`config.mk`:
```
export PLATFORM = sky130hd
export DESIGN_NAME = escaped_frame_deframer
export DESIGN_NICKNAME = d
export VERILOG_FILES = /design/src/sv/efd_pkg.sv /design/src/sv/efd_cfg.sv /design/src/sv/efd_core.sv /design/src/sv/escaped_frame_deframer.sv
export SDC_FILE = /design/constraint.sdc
export NUM_CORES = 1
export LEC_CHECK = 0
export BUFFER_PORTS_ARGS = -buffer_cell sky130_fd_sc_hd__buf_2
export CAP_MARGIN = 20
export CORE_AREA = 8 8 170 172
export DETAILED_ROUTE_END_ITERATION = 7
export DIE_AREA = 0 0 178 180
export GPL_TIMING_DRIVEN = 0
export PLACE_DENSITY = 0.65
export SYNTH_ARGS = -nofsm -noshare
export SYNTH_HDL_FRONTEND = slang
export SYNTH_SLANG_ARGS = --single-unit
```
`constraint.sdc`:
```
create_clock -name i_clk -period 6.2 [get_ports i_clk]
set_clock_uncertainty 0.2 [all_clocks]
set_input_delay 0.31 -clock i_clk [delete_from_list [all_inputs] [get_ports i_clk]]
set_output_delay 0.31 -clock i_clk [all_outputs]
set_load 0.005 [all_outputs]
```
`src/sv/efd_pkg.sv`:
```
package efd_pkg;

    // Register indexes on the configuration port
    localparam logic [1:0] REG_START  = 2'd0;
    localparam logic [1:0] REG_END    = 2'd1;
    localparam logic [1:0] REG_ESCAPE = 2'd2;

    localparam logic [7:0] START_RESET  = 8'd141;
    localparam logic [7:0] END_RESET    = 8'd216;
    localparam logic [7:0] ESCAPE_RESET = 8'd171;

    localparam logic [7:0] ESC_OR   = 8'h88;
    localparam logic [7:0] SAT_MAX  = 8'hFF;

    localparam logic [2:0] TARGET_FLAG_BIT   = 3'd4;
    localparam logic [2:0] SOURCE_FLAG_BIT   = 3'd5;
    localparam logic [2:0] RESPONSE_FLAG_BIT = 3'd0;

    // Parser phases
    localparam logic [3:0] PH_IDLE     = 4'd0;
    localparam logic [3:0] PH_FLAGS    = 4'd1;
    localparam logic [3:0] PH_TARGET   = 4'd2;
    localparam logic [3:0] PH_SOURCE   = 4'd3;
    localparam logic [3:0] PH_DEVICE   = 4'd4;
    localparam logic [3:0] PH_COMMAND  = 4'd5;
    localparam logic [3:0] PH_SEQUENCE = 4'd6;
    localparam logic [3:0] PH_ERROR    = 4'd7;
    localparam logic [3:0] PH_PAYLOAD  = 4'd8;

    localparam logic KIND_PAYLOAD = 1'b0;
    localparam logic KIND_SUMMARY = 1'b1;

    localparam logic [1:0] STAT_GOOD    = 2'd0;
    localparam logic [1:0] STAT_BAD     = 2'd1;
    localparam logic [1:0] STAT_MISSING = 2'd2;

    typedef struct packed {
        logic [7:0] start_marker;
        logic [7:0] end_marker;
        logic [7:0] escape_marker;
    } t_cfg;

    typedef struct packed {
        logic       item_kind;
        logic [7:0] payload_byte;
        logic [7:0] flags_byte;
        logic [7:0] target_id;
        logic [7:0] source_id;
        logic [7:0] device_id;
        logic [7:0] command_id;
        logic [7:0] sequence_id;
        logic [7:0] error_byte;
        logic [7:0] payload_count;
        logic [1:0] frame_status;
    } t_result;

endpackage

```
`src/sv/efd_cfg.sv`:
```
module efd_cfg (
    input  logic            i_clk,
    input  logic            i_rst_n,
    input  logic            psel,
    input  logic            penable,
    input  logic            pwrite,
    input  logic [3:0]      paddr,
    input  logic [31:0]     pwdata,
    output logic [31:0]     prdata,
    output logic            pready,
    output efd_pkg::t_cfg   o_cfg
);
    import efd_pkg::*;

    logic [7:0] r_start;
    logic [7:0] r_end;
    logic [7:0] r_escape;
    logic       w_write;

    assign pready  = 1'b1;
    assign w_write = psel && penable && pwrite && pready;

    always_ff @(posedge i_clk) begin
        if (!i_rst_n) begin
            r_start  <= START_RESET;
            r_end    <= END_RESET;
            r_escape <= ESCAPE_RESET;
        end else if (w_write) begin
            case (paddr[3:2])
                REG_START:  r_start  <= pwdata[7:0];
                REG_END:    r_end    <= pwdata[7:0];
                REG_ESCAPE: r_escape <= pwdata[7:0];
                default: ;
            endcase
        end
    end

    always_comb begin
        case (paddr[3:2])
            REG_START:  prdata = {24'd0, r_start};
            REG_END:    prdata = {24'd0, r_end};
            REG_ESCAPE: prdata = {24'd0, r_escape};
            default:    prdata = 32'd0;
        endcase
    end

    assign o_cfg.start_marker  = r_start;
    assign o_cfg.end_marker    = r_end;
    assign o_cfg.escape_marker = r_escape;

endmodule

```
`src/sv/efd_core.sv`:
```
module efd_core (
    input  logic              i_clk,
    input  logic              i_rst_n,
    input  efd_pkg::t_cfg     i_cfg,
    input  logic              i_fire,
    input  logic [7:0]        i_byte,
    output logic              o_res_valid,
    output efd_pkg::t_result  o_res
);
    import efd_pkg::*;

    logic [3:0] r_phase,    n_phase;
    logic       r_esc,      n_esc;
    logic [7:0] r_flags,    n_flags;
    logic [7:0] r_target,   n_target;
    logic [7:0] r_source,   n_source;
    logic [7:0] r_device,   n_device;
    logic [7:0] r_command,  n_command;
    logic [7:0] r_sequence, n_sequence;
    logic [7:0] r_error,    n_error;
    logic [7:0] r_sum,      n_sum;
    logic [7:0] r_held,     n_held;
    logic       r_held_v,   n_held_v;
    logic [7:0] r_count,    n_count;

    logic       w_is_data;
    logic [7:0] w_d;

    always_comb begin
        n_phase    = r_phase;
        n_esc      = r_esc;
        n_flags    = r_flags;
        n_target   = r_target;
        n_source   = r_source;
        n_device   = r_device;
        n_command  = r_command;
        n_sequence = r_sequence;
        n_error    = r_error;
        n_sum      = r_sum;
        n_held     = r_held;
        n_held_v   = r_held_v;
        n_count    = r_count;
        w_is_data  = 1'b0;
        w_d        = i_byte;
        o_res_valid = 1'b0;
        o_res       = '0;

        if (i_fire) begin
            if (r_esc) begin
                // An escaped byte is always data, whatever its value.
                n_esc     = 1'b0;
                w_is_data = 1'b1;
                w_d       = i_byte | ESC_OR;
            end else if (i_byte == i_cfg.start_marker) begin
                n_flags    = 8'd0;
                n_target   = 8'd0;
                n_source   = 8'd0;
                n_device   = 8'd0;
                n_command  = 8'd0;
                n_sequence = 8'd0;
                n_error    = 8'd0;
                n_sum      = 8'd0;
                n_held     = 8'd0;
                n_held_v   = 1'b0;
                n_count    = 8'd0;
                n_phase    = PH_FLAGS;
            end else if (i_byte == i_cfg.end_marker) begin
                if (r_phase == PH_PAYLOAD) begin
                    o_res_valid         = 1'b1;
                    o_res.item_kind     = KIND_SUMMARY;
                    o_res.flags_byte    = r_flags;
                    o_res.target_id     = r_target;
                    o_res.source_id     = r_source;
                    o_res.device_id     = r_device;
                    o_res.command_id    = r_command;
                    o_res.sequence_id   = r_sequence;
                    o_res.error_byte    = r_error;
                    o_res.payload_count = r_count;
                    if (!r_held_v) begin
                        o_res.frame_status = STAT_MISSING;
                    end else if (r_held == ~r_sum) begin
                        o_res.frame_status = STAT_GOOD;
                    end else begin
                        o_res.frame_status = STAT_BAD;
                    end
                end
                n_phase = PH_IDLE;
            end else if (i_byte == i_cfg.escape_marker) begin
                n_esc = 1'b1;
            end else begin
                w_is_data = 1'b1;
            end
        end

        if (w_is_data) begin
            case (r_phase)
                PH_IDLE: ;
                PH_FLAGS: begin
                    n_flags = w_d;
                    n_sum   = r_sum + w_d;
                    if (w_d[TARGET_FLAG_BIT]) begin
                        n_phase = PH_TARGET;
                    end else if (w_d[SOURCE_FLAG_BIT]) begin
                        n_phase = PH_SOURCE;
                    end else begin
                        n_phase = PH_DEVICE;
                    end
                end
                PH_TARGET: begin
                    n_target = w_d;
                    n_sum    = r_sum + w_d;
                    n_phase  = r_flags[SOURCE_FLAG_BIT] ? PH_SOURCE : PH_DEVICE;
                end
                PH_SOURCE: begin
                    n_source = w_d;
                    n_sum    = r_sum + w_d;
                    n_phase  = PH_DEVICE;
                end
                PH_DEVICE: begin
                    n_device = w_d;
                    n_sum    = r_sum + w_d;
                    n_phase  = PH_COMMAND;
                end
                PH_COMMAND: begin
                    n_command = w_d;
                    n_sum     = r_sum + w_d;
                    n_phase   = PH_SEQUENCE;
                end
                PH_SEQUENCE: begin
                    n_sequence = w_d;
                    n_sum      = r_sum + w_d;
                    n_phase    = r_flags[RESPONSE_FLAG_BIT] ? PH_ERROR : PH_PAYLOAD;
                end
                PH_ERROR: begin
                    n_error = w_d;
                    n_sum   = r_sum + w_d;
                    n_phase = PH_PAYLOAD;
                end
                PH_PAYLOAD: begin
                    // The held byte is released only once a later byte shows
                    // that it was not the checksum.
                    if (r_held_v) begin
                        o_res_valid        = 1'b1;
                        o_res.item_kind    = KIND_PAYLOAD;
                        o_res.payload_byte = r_held;
                        n_sum              = r_sum + r_held;
                        if (r_count != SAT_MAX) begin
                            n_count = r_count + 8'd1;
                        end
                    end
                    n_held   = w_d;
                    n_held_v = 1'b1;
                end
                default: n_phase = PH_IDLE;
            endcase
        end
    end

    always_ff @(posedge i_clk) begin
        if (!i_rst_n) begin
            r_phase    <= PH_IDLE;
            r_esc      <= 1'b0;
            r_flags    <= 8'd0;
            r_target   <= 8'd0;
            r_source   <= 8'd0;
            r_device   <= 8'd0;
            r_command  <= 8'd0;
            r_sequence <= 8'd0;
            r_error    <= 8'd0;
            r_sum      <= 8'd0;
            r_held     <= 8'd0;
            r_held_v   <= 1'b0;
            r_count    <= 8'd0;
        end else begin
            r_phase    <= n_phase;
            r_esc      <= n_esc;
            r_flags    <= n_flags;
            r_target   <= n_target;
            r_source   <= n_source;
            r_device   <= n_device;
            r_command  <= n_command;
            r_sequence <= n_sequence;
            r_error    <= n_error;
            r_sum      <= n_sum;
            r_held     <= n_held;
            r_held_v   <= n_held_v;
            r_count    <= n_count;
        end
    end

`ifndef SYNTHESIS
    a_res_needs_fire: assert property (@(posedge i_clk) disable iff (!i_rst_n)
        o_res_valid |-> i_fire)
        else $error("result produced without an input byte");
    a_summary_in_payload: assert property (@(posedge i_clk) disable iff (!i_rst_n)
        (o_res_valid && o_res.item_kind == KIND_SUMMARY) |-> r_phase == PH_PAYLOAD)
        else $error("summary outside payload phase");
    a_payload_needs_held: assert property (@(posedge i_clk) disable iff (!i_rst_n)
        (o_res_valid && o_res.item_kind == KIND_PAYLOAD) |-> r_held_v)
        else $error("payload byte released with nothing held");
    a_escape_consumed: assert property (@(posedge i_clk) disable iff (!i_rst_n)
        (i_fire && r_esc) |=> !r_esc)
        else $error("escape flag not cleared by the escaped byte");
    a_summary_idles: assert property (@(posedge i_clk) disable iff (!i_rst_n)
        (o_res_valid && o_res.item_kind == KIND_SUMMARY) |=> r_phase == PH_IDLE)
        else $error("parser not idle after a summary");
`endif

endmodule

```
`src/sv/escaped_frame_deframer.sv`:
```
// A byte taken on an input transfer sits in the input register, and its result, if
// any, is then loaded into the output register, from which it is offered on the output.
// Payload bytes come out one byte late, after the next data byte.
// Throughput: one byte per cycle; a byte waits only while a result stalls in the output register.
// Reset (synchronous, active low) returns the parser to idle, empties both registers
// and restores the marker registers to 141, 216 and 171.
module escaped_frame_deframer (
    input  logic        i_clk,
    input  logic        i_rst_n,
    input  logic        psel,
    input  logic        penable,
    input  logic        pwrite,
    input  logic [3:0]  paddr,
    input  logic [31:0] pwdata,
    output logic [31:0] prdata,
    output logic        pready,
    input  logic        s_tvalid,
    output logic        s_tready,
    input  logic [7:0]  s_tdata,   // [7:0] rx_byte
    output logic        m_tvalid,
    input  logic        m_tready,
    // [7:0] payload_byte, [15:8] flags_byte, [23:16] target_id, [31:24] source_id,
    // [39:32] device_id, [47:40] command_id, [55:48] sequence_id, [63:56] error_byte,
    // [71:64] payload_count, [73:72] frame_status, [79:74] zero
    output logic [79:0] m_tdata,
    output logic        m_tuser    // [0] item_kind
);
    import efd_pkg::*;

    t_cfg       w_cfg;
    t_result    w_res;
    logic       w_res_valid;
    logic       w_advance;

    logic       r_in_valid;
    logic [7:0] r_in_byte;
    logic       r_out_valid;
    t_result    r_out;

    efd_cfg u_cfg (
        .i_clk   (i_clk),
        .i_rst_n (i_rst_n),
        .psel    (psel),
        .penable (penable),
        .pwrite  (pwrite),
        .paddr   (paddr),
        .pwdata  (pwdata),
        .prdata  (prdata),
        .pready  (pready),
        .o_cfg   (w_cfg)
    );

    assign w_advance = r_in_valid && (!r_out_valid || m_tready);
    assign s_tready  = !r_in_valid || w_advance;

    efd_core u_core (
        .i_clk       (i_clk),
        .i_rst_n     (i_rst_n),
        .i_cfg       (w_cfg),
        .i_fire      (w_advance),
        .i_byte      (r_in_byte),
        .o_res_valid (w_res_valid),
        .o_res       (w_res)
    );

    always_ff @(posedge i_clk) begin
        if (!i_rst_n) begin
            r_in_valid <= 1'b0;
        end else if (s_tready) begin
            r_in_valid <= s_tvalid;
        end
    end

    always_ff @(posedge i_clk) begin
        if (s_tready && s_tvalid) begin
            r_in_byte <= s_tdata;
        end
    end

    always_ff @(posedge i_clk) begin
        if (!i_rst_n) begin
            r_out_valid <= 1'b0;
        end else if (w_advance && w_res_valid) begin
            r_out_valid <= 1'b1;
        end else if (m_tready) begin
            r_out_valid <= 1'b0;
        end
    end

    always_ff @(posedge i_clk) begin
        if (w_advance && w_res_valid) begin
            r_out <= w_res;
        end
    end

    assign m_tvalid = r_out_valid;
    assign m_tuser  = r_out.item_kind;
    assign m_tdata  = {6'd0, r_out.frame_status, r_out.payload_count, r_out.error_byte,
                       r_out.sequence_id, r_out.command_id, r_out.device_id,
                       r_out.source_id, r_out.target_id, r_out.flags_byte,
                       r_out.payload_byte};

endmodule

```
==> results of run 1 <==
cell type report:
type	instances	area (um^2)	area share [%]
buffer	87	500	4.60
multi-input combinational	642	3820	35.1
clock buffer	17	425	3.91
inverter	5	18.8	0.173
clock inverter	15	193	1.77
tap	341	427	3.92
timing repair buffer	128	753	6.93
sequential	195	4730	43.6
layer usage:
metal	vias to the layer above	share of wire, %	track usage [%]
met2	261	47	24.1
li1	3455	-	-
met1	3458	46	20.3
met4	0	1.3	4.34
met5	-	0	0
met3	24	6.5	3.19
worst max-delay path, cell delays in order (launching register included):
cell,delay (ns)
dfxtp_1,0.35
nand2b_1,0.14
and3_1,0.21
clkbuf_1,0.17
nor2_1,0.49
inv_1,0.31
ha_1,0.41
nand3_1,0.09
o211ai_1,0.12
o41ai_1,0.40
xnor2_1,0.17
nand4_1,0.12
o41a_1,0.16
o21ai_1,0.07
through the flow:
stage	total power, W	hold WS, ns
after global placement	0.00151	0.248
after CTS	0.00265	0.0316
final	0.00264	0.0483
after floorplan	0.00146	0.209
after global routing	0.00272	0.0522
after detailed placement	0.00151	0.259
cells in the final DEF, fill, tap and decap left out, types with 33 or more instances in the layout:
| master | synthesis | routed |
|---|---|---|
| dfxtp_1 | 112 | 112 |
| clkbuf_1 | 37 | 37 |
| edfxtp_1 | 83 | 83 |
| nand3_1 | 58 | 58 |
| nand2_1 | 121 | 121 |
| buf_4 | 33 | 33 |
| buf_2 | 10 | 119 |
| and2_1 | 68 | 68 |
| nor2_1 | 40 | 40 |
| a21oi_1 | 87 | 87 |
flip-flops by register name, indices dropped and copies added, names as in the netlist:
| register | flops |
|---|---|
| u_cfg.r_start | 8 |
| m_tvalid | 1 |
| m_tuser | 1 |
| u_core.r_device | 8 |
| u_core.r_count | 8 |
| u_core.r_sequence | 8 |
| u_core.r_source | 8 |
| u_core.r_phase | 4 |
| u_core.r_target | 8 |
| u_core.r_error | 8 |
| m_tdata | 74 |
| u_core.r_held_v | 1 |
| u_cfg.r_end | 8 |
| u_core.r_held | 8 |
| u_core.r_command | 8 |
| u_core.r_sum | 8 |
| r_in_valid | 1 |
| u_core.r_esc | 1 |
| u_cfg.r_escape | 8 |
| r_in_byte | 8 |
| u_core.r_flags | 8 |
cells by family after synthesis:
| kind of cell | Yosys count | synth area share (%) |
|---|---|---|
| compound gates | 173 | 11.7 |
| fa+ha+maj | 17 | 2.54 |
| simple gates | 355 | 20.0 |
| flops | 195 | 52.8 |
| mux | 27 | 3.16 |
| buf+inv | 92 | 5.79 |
| xor+xnor | 39 | 3.81 |
| other cells | 2 | 0.0838 |
power groups by stage:
| stage | Combinational [W] | Clock, W | Sequential [W] |
|---|---|---|---|
| 2_1_floorplan | 0.0000876 | 0 | 0.00137 |
| 3_3_place_gp | 0.000135 | 0 | 0.00137 |
| 3_5_place_dp | 0.000136 | 0 | 0.00137 |
| 4_1_cts | 0.000145 | 0.00116 | 0.00134 |
| 5_1_grt | 0.000159 | 0.00122 | 0.00134 |
| 6_report | 0.000147 | 0.00115 | 0.00134 |
worst min path at each step:
| stage | slack [ns] | startpoint | to |
|---|---|---|---|
| final | 0.05 | m_tready | m_tvalid |
| after global routing | 0.05 | m_tready | m_tvalid |
| after CTS | 0.03 | m_tready | r_in_valid |
| after detailed placement | 0.26 | u_core.r_source[1] | u_core.r_source[1] |
| after global placement | 0.25 | u_core.r_command[7] | u_core.r_command[7] |
| after floorplan | 0.21 | s_tdata[0] | r_in_byte[0] |
timing repair:
| item | in CTS | in global routing |
|---|---|---|
| hold endpoints to repair | 35 | 0 |
| gates resized for setup | 0 | 0 |
| hold buffers | 18 | 0 |
==> results.py, run 1 <==
metrics = {
    "status": {
        "outcome": "completed",
    },
    "global_route": {
        "antenna_found_initial": 0,
        "grt_pass1_wl_mm": 38.7,
        "grt_pass1_vias": 7081,
        "overflow": 0,
        "grt_usage_pct": 15.1,
        "grt_start_max_net_pins": 62,
    },
    "cts": {
        "clk_path_buf_depth": 2,
        "path_clk_slew_ns": 0.07,
        "cts_sinks": 195,
        "htreeDepth": 4,
        "post_cts_buffers": 0,
        "numCtsBuffers": 17,
        "clk_latency_ns": 0.44,
        "cts-root-buf": "clkbuf_16",
        "cts_tree": "yes",
    },
    "die": {
        "start_util_pct": 34.0,
        "num_rows": 60,
        "ios": 167,
        "core_um2": 26400,
        "dieArea_um2": 32000,
        "die_w_um": 178,
        "die_h_um": 180,
    },
    "setup_path": {
        "crit_path_end_kind": "flip-flop",
        "crit_path_start": "m_tvalid",
        "crit_fanout": 6,
        "arrival_ns": 3.64,
        "r2r-start": "m_tvalid",
        "crit_required_ns": 6.36,
        "reg2reg_depth": 13,
        "reg2reg_slack_ns": 2.72,
        "crit_end": "u_core.r_sum[7]",
        "crit_type": "flip-flop to flip-flop",
        "r2r_end": "u_core.r_sum[7]",
        "start_kind": "flip-flop",
    },
    "placed_design": {
        "pre_cts_ws_ns": 2.69,
        "post-place-cells": 1380,
        "dp_hpwl_mm": 17.6,
        "place_congestion": 0.855,
        "io_buffers": 109,
        "placed_cell_area_um2": 10100,
    },
    "logic_synthesis": {
        "synth_cells": 900,
        "netlist_area_um2": 8960,
        "ys_types": 57,
        "synth_common_cells": "121 x nand2_1, 112 x dfxtp_1, 87 x a21oi_1, 83 x edfxtp_1, 68 x and2_1",
        "synth-seq-cells": 195,
        "synth_area_leader_cell": "edfxtp_1",
        "syn_avg_cell_area_um2": 9.96,
        "yosys_warnings": 0,
        "synth-edff-count": 83,
        "ys_seq_area_share_pct": 52.8,
        "synthTopCellsByArea": "edfxtp_1 28%, dfxtp_1 25%, nand2_1 5.1%, a21oi_1 4.9%, and2_1 4.7%",
        "netlist.area_leader.share_pct": 27.8,
        "synth-main-ff-cell": "dfxtp_1",
        "async_flop_share_pct": 0,
        "yosysMostFrequentCell": "nand2_1",
    },
    "timing": {
        "setup_viol": 0,
        "rsz0062_at_grt": "no",
        "fmax_mhz": 287,
        "setup_tns_ns": 0,
        "max-slew-margin-rel_pct": 31.4,
        "hold_violations": 0,
        "fin_crit_sh_pct": 56.1,
        "final.min_clock_period_ns": 3.48,
        "fin_ws_ns": 2.72,
        "worst_pin_slew_ns": 1.03,
        "slew_violations": 0,
    },
    "finish": {
        "area_delta_synth_final_pct": 21.3,
        "stdcell_count": 1430,
        "nFillCells": 2571,
        "fin_nets": 1144,
        "fin_util_pct": 41.3,
        "drive_gt1_share_pct": 19.4,
        "insertedDiodeCount": 0,
        "final_cell_area_um2": 10900,
    },
    "pwr": {
        "p_seq_share_pct": 50.8,
        "switching_share_pct": 24.1,
        "p_clk_share_pct": 43.6,
        "p_leak_nw": 3.92,
        "ir_worst_vdd_mv": 0.173,
        "intPower_w": 0.00201,
        "pwr-share-comb_pct": 5.6,
        "switchingPower_w": 0.000638,
        "power_density_nw_per_um2": 243,
    },
    "drt": {
        "ant_nets": 0,
        "vias": 7198,
        "drc": 0,
        "wl_per_cell_um": 17.0,
        "via_per_inst": 5.03,
        "first_pass_iters": 5,
        "wl_mm": 24.3,
        "drt_iter0_markers": 593,
    },
    "worst_hold_path": {
        "hold_path_class": "input port to flip-flop",
        "hold_path_depth": 3,
    },
    "flow_run": {
        "cap_violations": 0,
    },
}
No activity file was read; power rests on OpenSTA's default activity.
==> run 2, diff against run 1 <==
Clock period 6.2 ns to 3.5 ns, I/O delays scaled along.
==> run 2 against run 1 <==
- critical path type unchanged
- sequential power up 78%
- worst hold slack better by 0.042 ns
- routed wire length up 2.0%
- non-clock buffer count up 6
- clock power up 75%
- register-to-register slack worse by 2.5 ns
- critical endpoint unchanged
==> results.py, run 2 (synthesized netlist as in run 1, its figures left out) <==
metrics = {
    "status": {
        "outcome": "completed",
    },
    "worst_hold_path": {
        "hold_path_depth": 4,
        "worstHoldStart": "penable",
        "hold_path_class": "input port to flip-flop",
        "hold_end": "u_cfg.r_escape[0]",
    },
    "drt": {
        "drt_iter0_markers": 564,
        "wl_per_cell_um": 17.3,
        "vias": 7264,
        "first_pass_iters": 5,
        "via_per_inst": 5.05,
        "drc": 0,
        "wl_mm": 24.8,
        "ant_nets": 0,
    },
    "placed_design": {
        "post-place-cells": 1380,
        "placed_cell_area_um2": 10100,
        "io_buffers": 109,
        "place_congestion": 0.876,
        "dp_hpwl_mm": 17.7,
    },
    "setup_path": {
        "cp_cell_sequence": "nand2b_1 > and3_1 > clkbuf_1 > nor2_2 > inv_1 > ha_1 > nand3_1 > o211ai_1 > o41ai_1 > xnor2_1 > nand4_1 > o41a_1 > o21ai_1",
        "reg2reg_slack_ns": 0.27,
        "critical-path-top-delay-family": "simple AND/OR/NAND/NOR gates",
        "crit_required_ns": 3.67,
        "reg2reg_depth": 13,
        "arrival_ns": 3.41,
        "cp_num_buf_inv": 2,
        "crit_path_end_kind": "flip-flop",
        "crit_fanout": 6,
        "crit_type": "flip-flop to flip-flop",
        "slowest_delay_ns": 0.41,
        "cp_slowest_cell": "o41ai_1",
        "r2r_end": "u_core.r_sum[7]",
        "r2r-start": "m_tvalid",
        "start_kind": "flip-flop",
    },
    "global_route": {
        "grt_start_max_net_pins": 44,
        "grt.met3_usage_pct": 3.35,
        "grt_pass1_wl_mm": 38.4,
        "grtUsageMet1_pct": 20.3,
        "busiest_layer": "met2",
        "grt_usage_pct": 15.1,
        "use_met2_pct": 23.9,
        "antenna_found_initial": 0,
        "overflow": 0,
        "grt_pass1_vias": 6997,
    },
    "timing": {
        "rsz0062_at_grt": "no",
        "worst_pin_slew_ns": 1.04,
        "hold_violations": 0,
        "fin_crit_sh_pct": 92.3,
        "final.min_clock_period_ns": 3.23,
        "setup_viol": 0,
        "hold_ws_ns": 0.0907,
        "max-slew-margin-rel_pct": 30.6,
        "slew_violations": 0,
        "fmax_mhz": 310,
    },
    "flow_run": {
        "cap_violations": 0,
    },
    "finish": {
        "fin_nets": 1151,
        "final_cell_mix": "121 x nand2_1, 118 x buf_2, 112 x dfxtp_1",
        "area_delta_synth_final_pct": 22.0,
        "largest_reg_flops": 74,
        "stdcell_count": 1437,
        "final_cell_area_um2": 10900,
        "drive_gt1_share_pct": 19.8,
        "insertedDiodeCount": 0,
        "final_common_cell": "nand2_1",
    },
    "cts": {
        "cts_tree": "yes",
        "path_clk_slew_ns": 0.08,
        "clk_latency_ns": 0.44,
        "clk_path_buf_depth": 2,
        "htreeDepth": 4,
        "numCtsBuffers": 17,
        "cts-root-buf": "clkbuf_16",
        "cts_sinks": 195,
    },
    "die": {
        "start_util_pct": 34.0,
        "ios": 167,
        "core_um2": 26400,
        "num_rows": 60,
        "die_h_um": 180,
        "dieArea_um2": 32000,
        "die_w_um": 178,
    },
    "pwr": {
        "power_density_nw_per_um2": 426,
        "p_leak_nw": 3.95,
        "ir_worst_vdd_mv": 0.309,
    },
}
## run 2: cell count changes in the layout (fill, tap and decap cells not counted), sizes merged
cell / previous run / this run
buf: 160 / 161
bufinv: 2 / 1
clkbuf: 54 / 55
clkinvlp: 1 / 2
dlygate4sd3: 18 / 22
or2: 2 / 3
## run 2: power breakdown
part	total, W	leakage [nW]	switching, W	internal, W
Clock	0.00201	0.293	0.000982	0.00103
Sequential	0.00238	1.53	0.0000151	0.00236
Combinational	0.000269	2.13	0.000164	0.000105
## run 2: stage by stage
step | setup slack [ns] | power (W) | TNS [ns] | util (%)
finish | 0.270 | 0.00466 | 0 | 41.5
global placement | -0.641 | 0.00267 | -47.91 | 38.1
detailed placement | 0.0422 | 0.00267 | 0 | 38.2
CTS | 0.0235 | 0.00467 | 0 | 41.4
global route | 0.0502 | 0.00479 | 0 | 41.5
floorplan | 0.332 | 0.00258 | 0 | -
## run 2: worst max path at each step
stage / depth (start not counted) / slack [ns] / startpoint / end
finish: 13 / 0.27 / m_tvalid / u_core.r_sum[7]
global route: 7 / 0.05 / r_in_byte[0] / m_tdata[59]
CTS: 8 / 0.02 / r_in_byte[2] / m_tdata[63]
detailed placement: 7 / 0.04 / r_in_byte[0] / m_tdata[57]
global placement: 6 / -0.64 / r_in_byte[1] / m_tdata[51]
floorplan: 8 / 0.33 / r_in_byte[1] / m_tvalid
## run 2: timing repair
item | CTS | global route
setup endpoints to repair | 0 | 75
hold endpoints to repair | 36 | 0
buffers inserted | 0 | 2
resized for setup | 0 | 7
hold buffers | 22 | 0
## run 2: routing by layer
metal / share of wire (%) / routed length (um)
met1: 44 / 10900
met2: 47 / 11600
met3: 7.8 / 1930
met4: 1.5 / 362
met5: 0 / 0
## run 2: final cells by class
| type | instances | area, um^2 |
|---|---|---|
| Clock inverter | 15 | 186 |
| Inverter | 5 | 18.8 |
| Sequential cell | 195 | 4730 |
| Fill cell | 2531 | 15400 |
| Clock buffer | 17 | 425 |
| Buffer | 87 | 505 |
| Multi-Input combinational cell | 643 | 3830 |
| Tap cell | 341 | 427 |
| Timing Repair Buffer | 134 | 801 |
## run 2: worst min-delay path, cell delays in order
cell	delay (ns)
buf_2	0.11
nand4_1	0.26
nand2_1	0.09
nand3_1	0.07
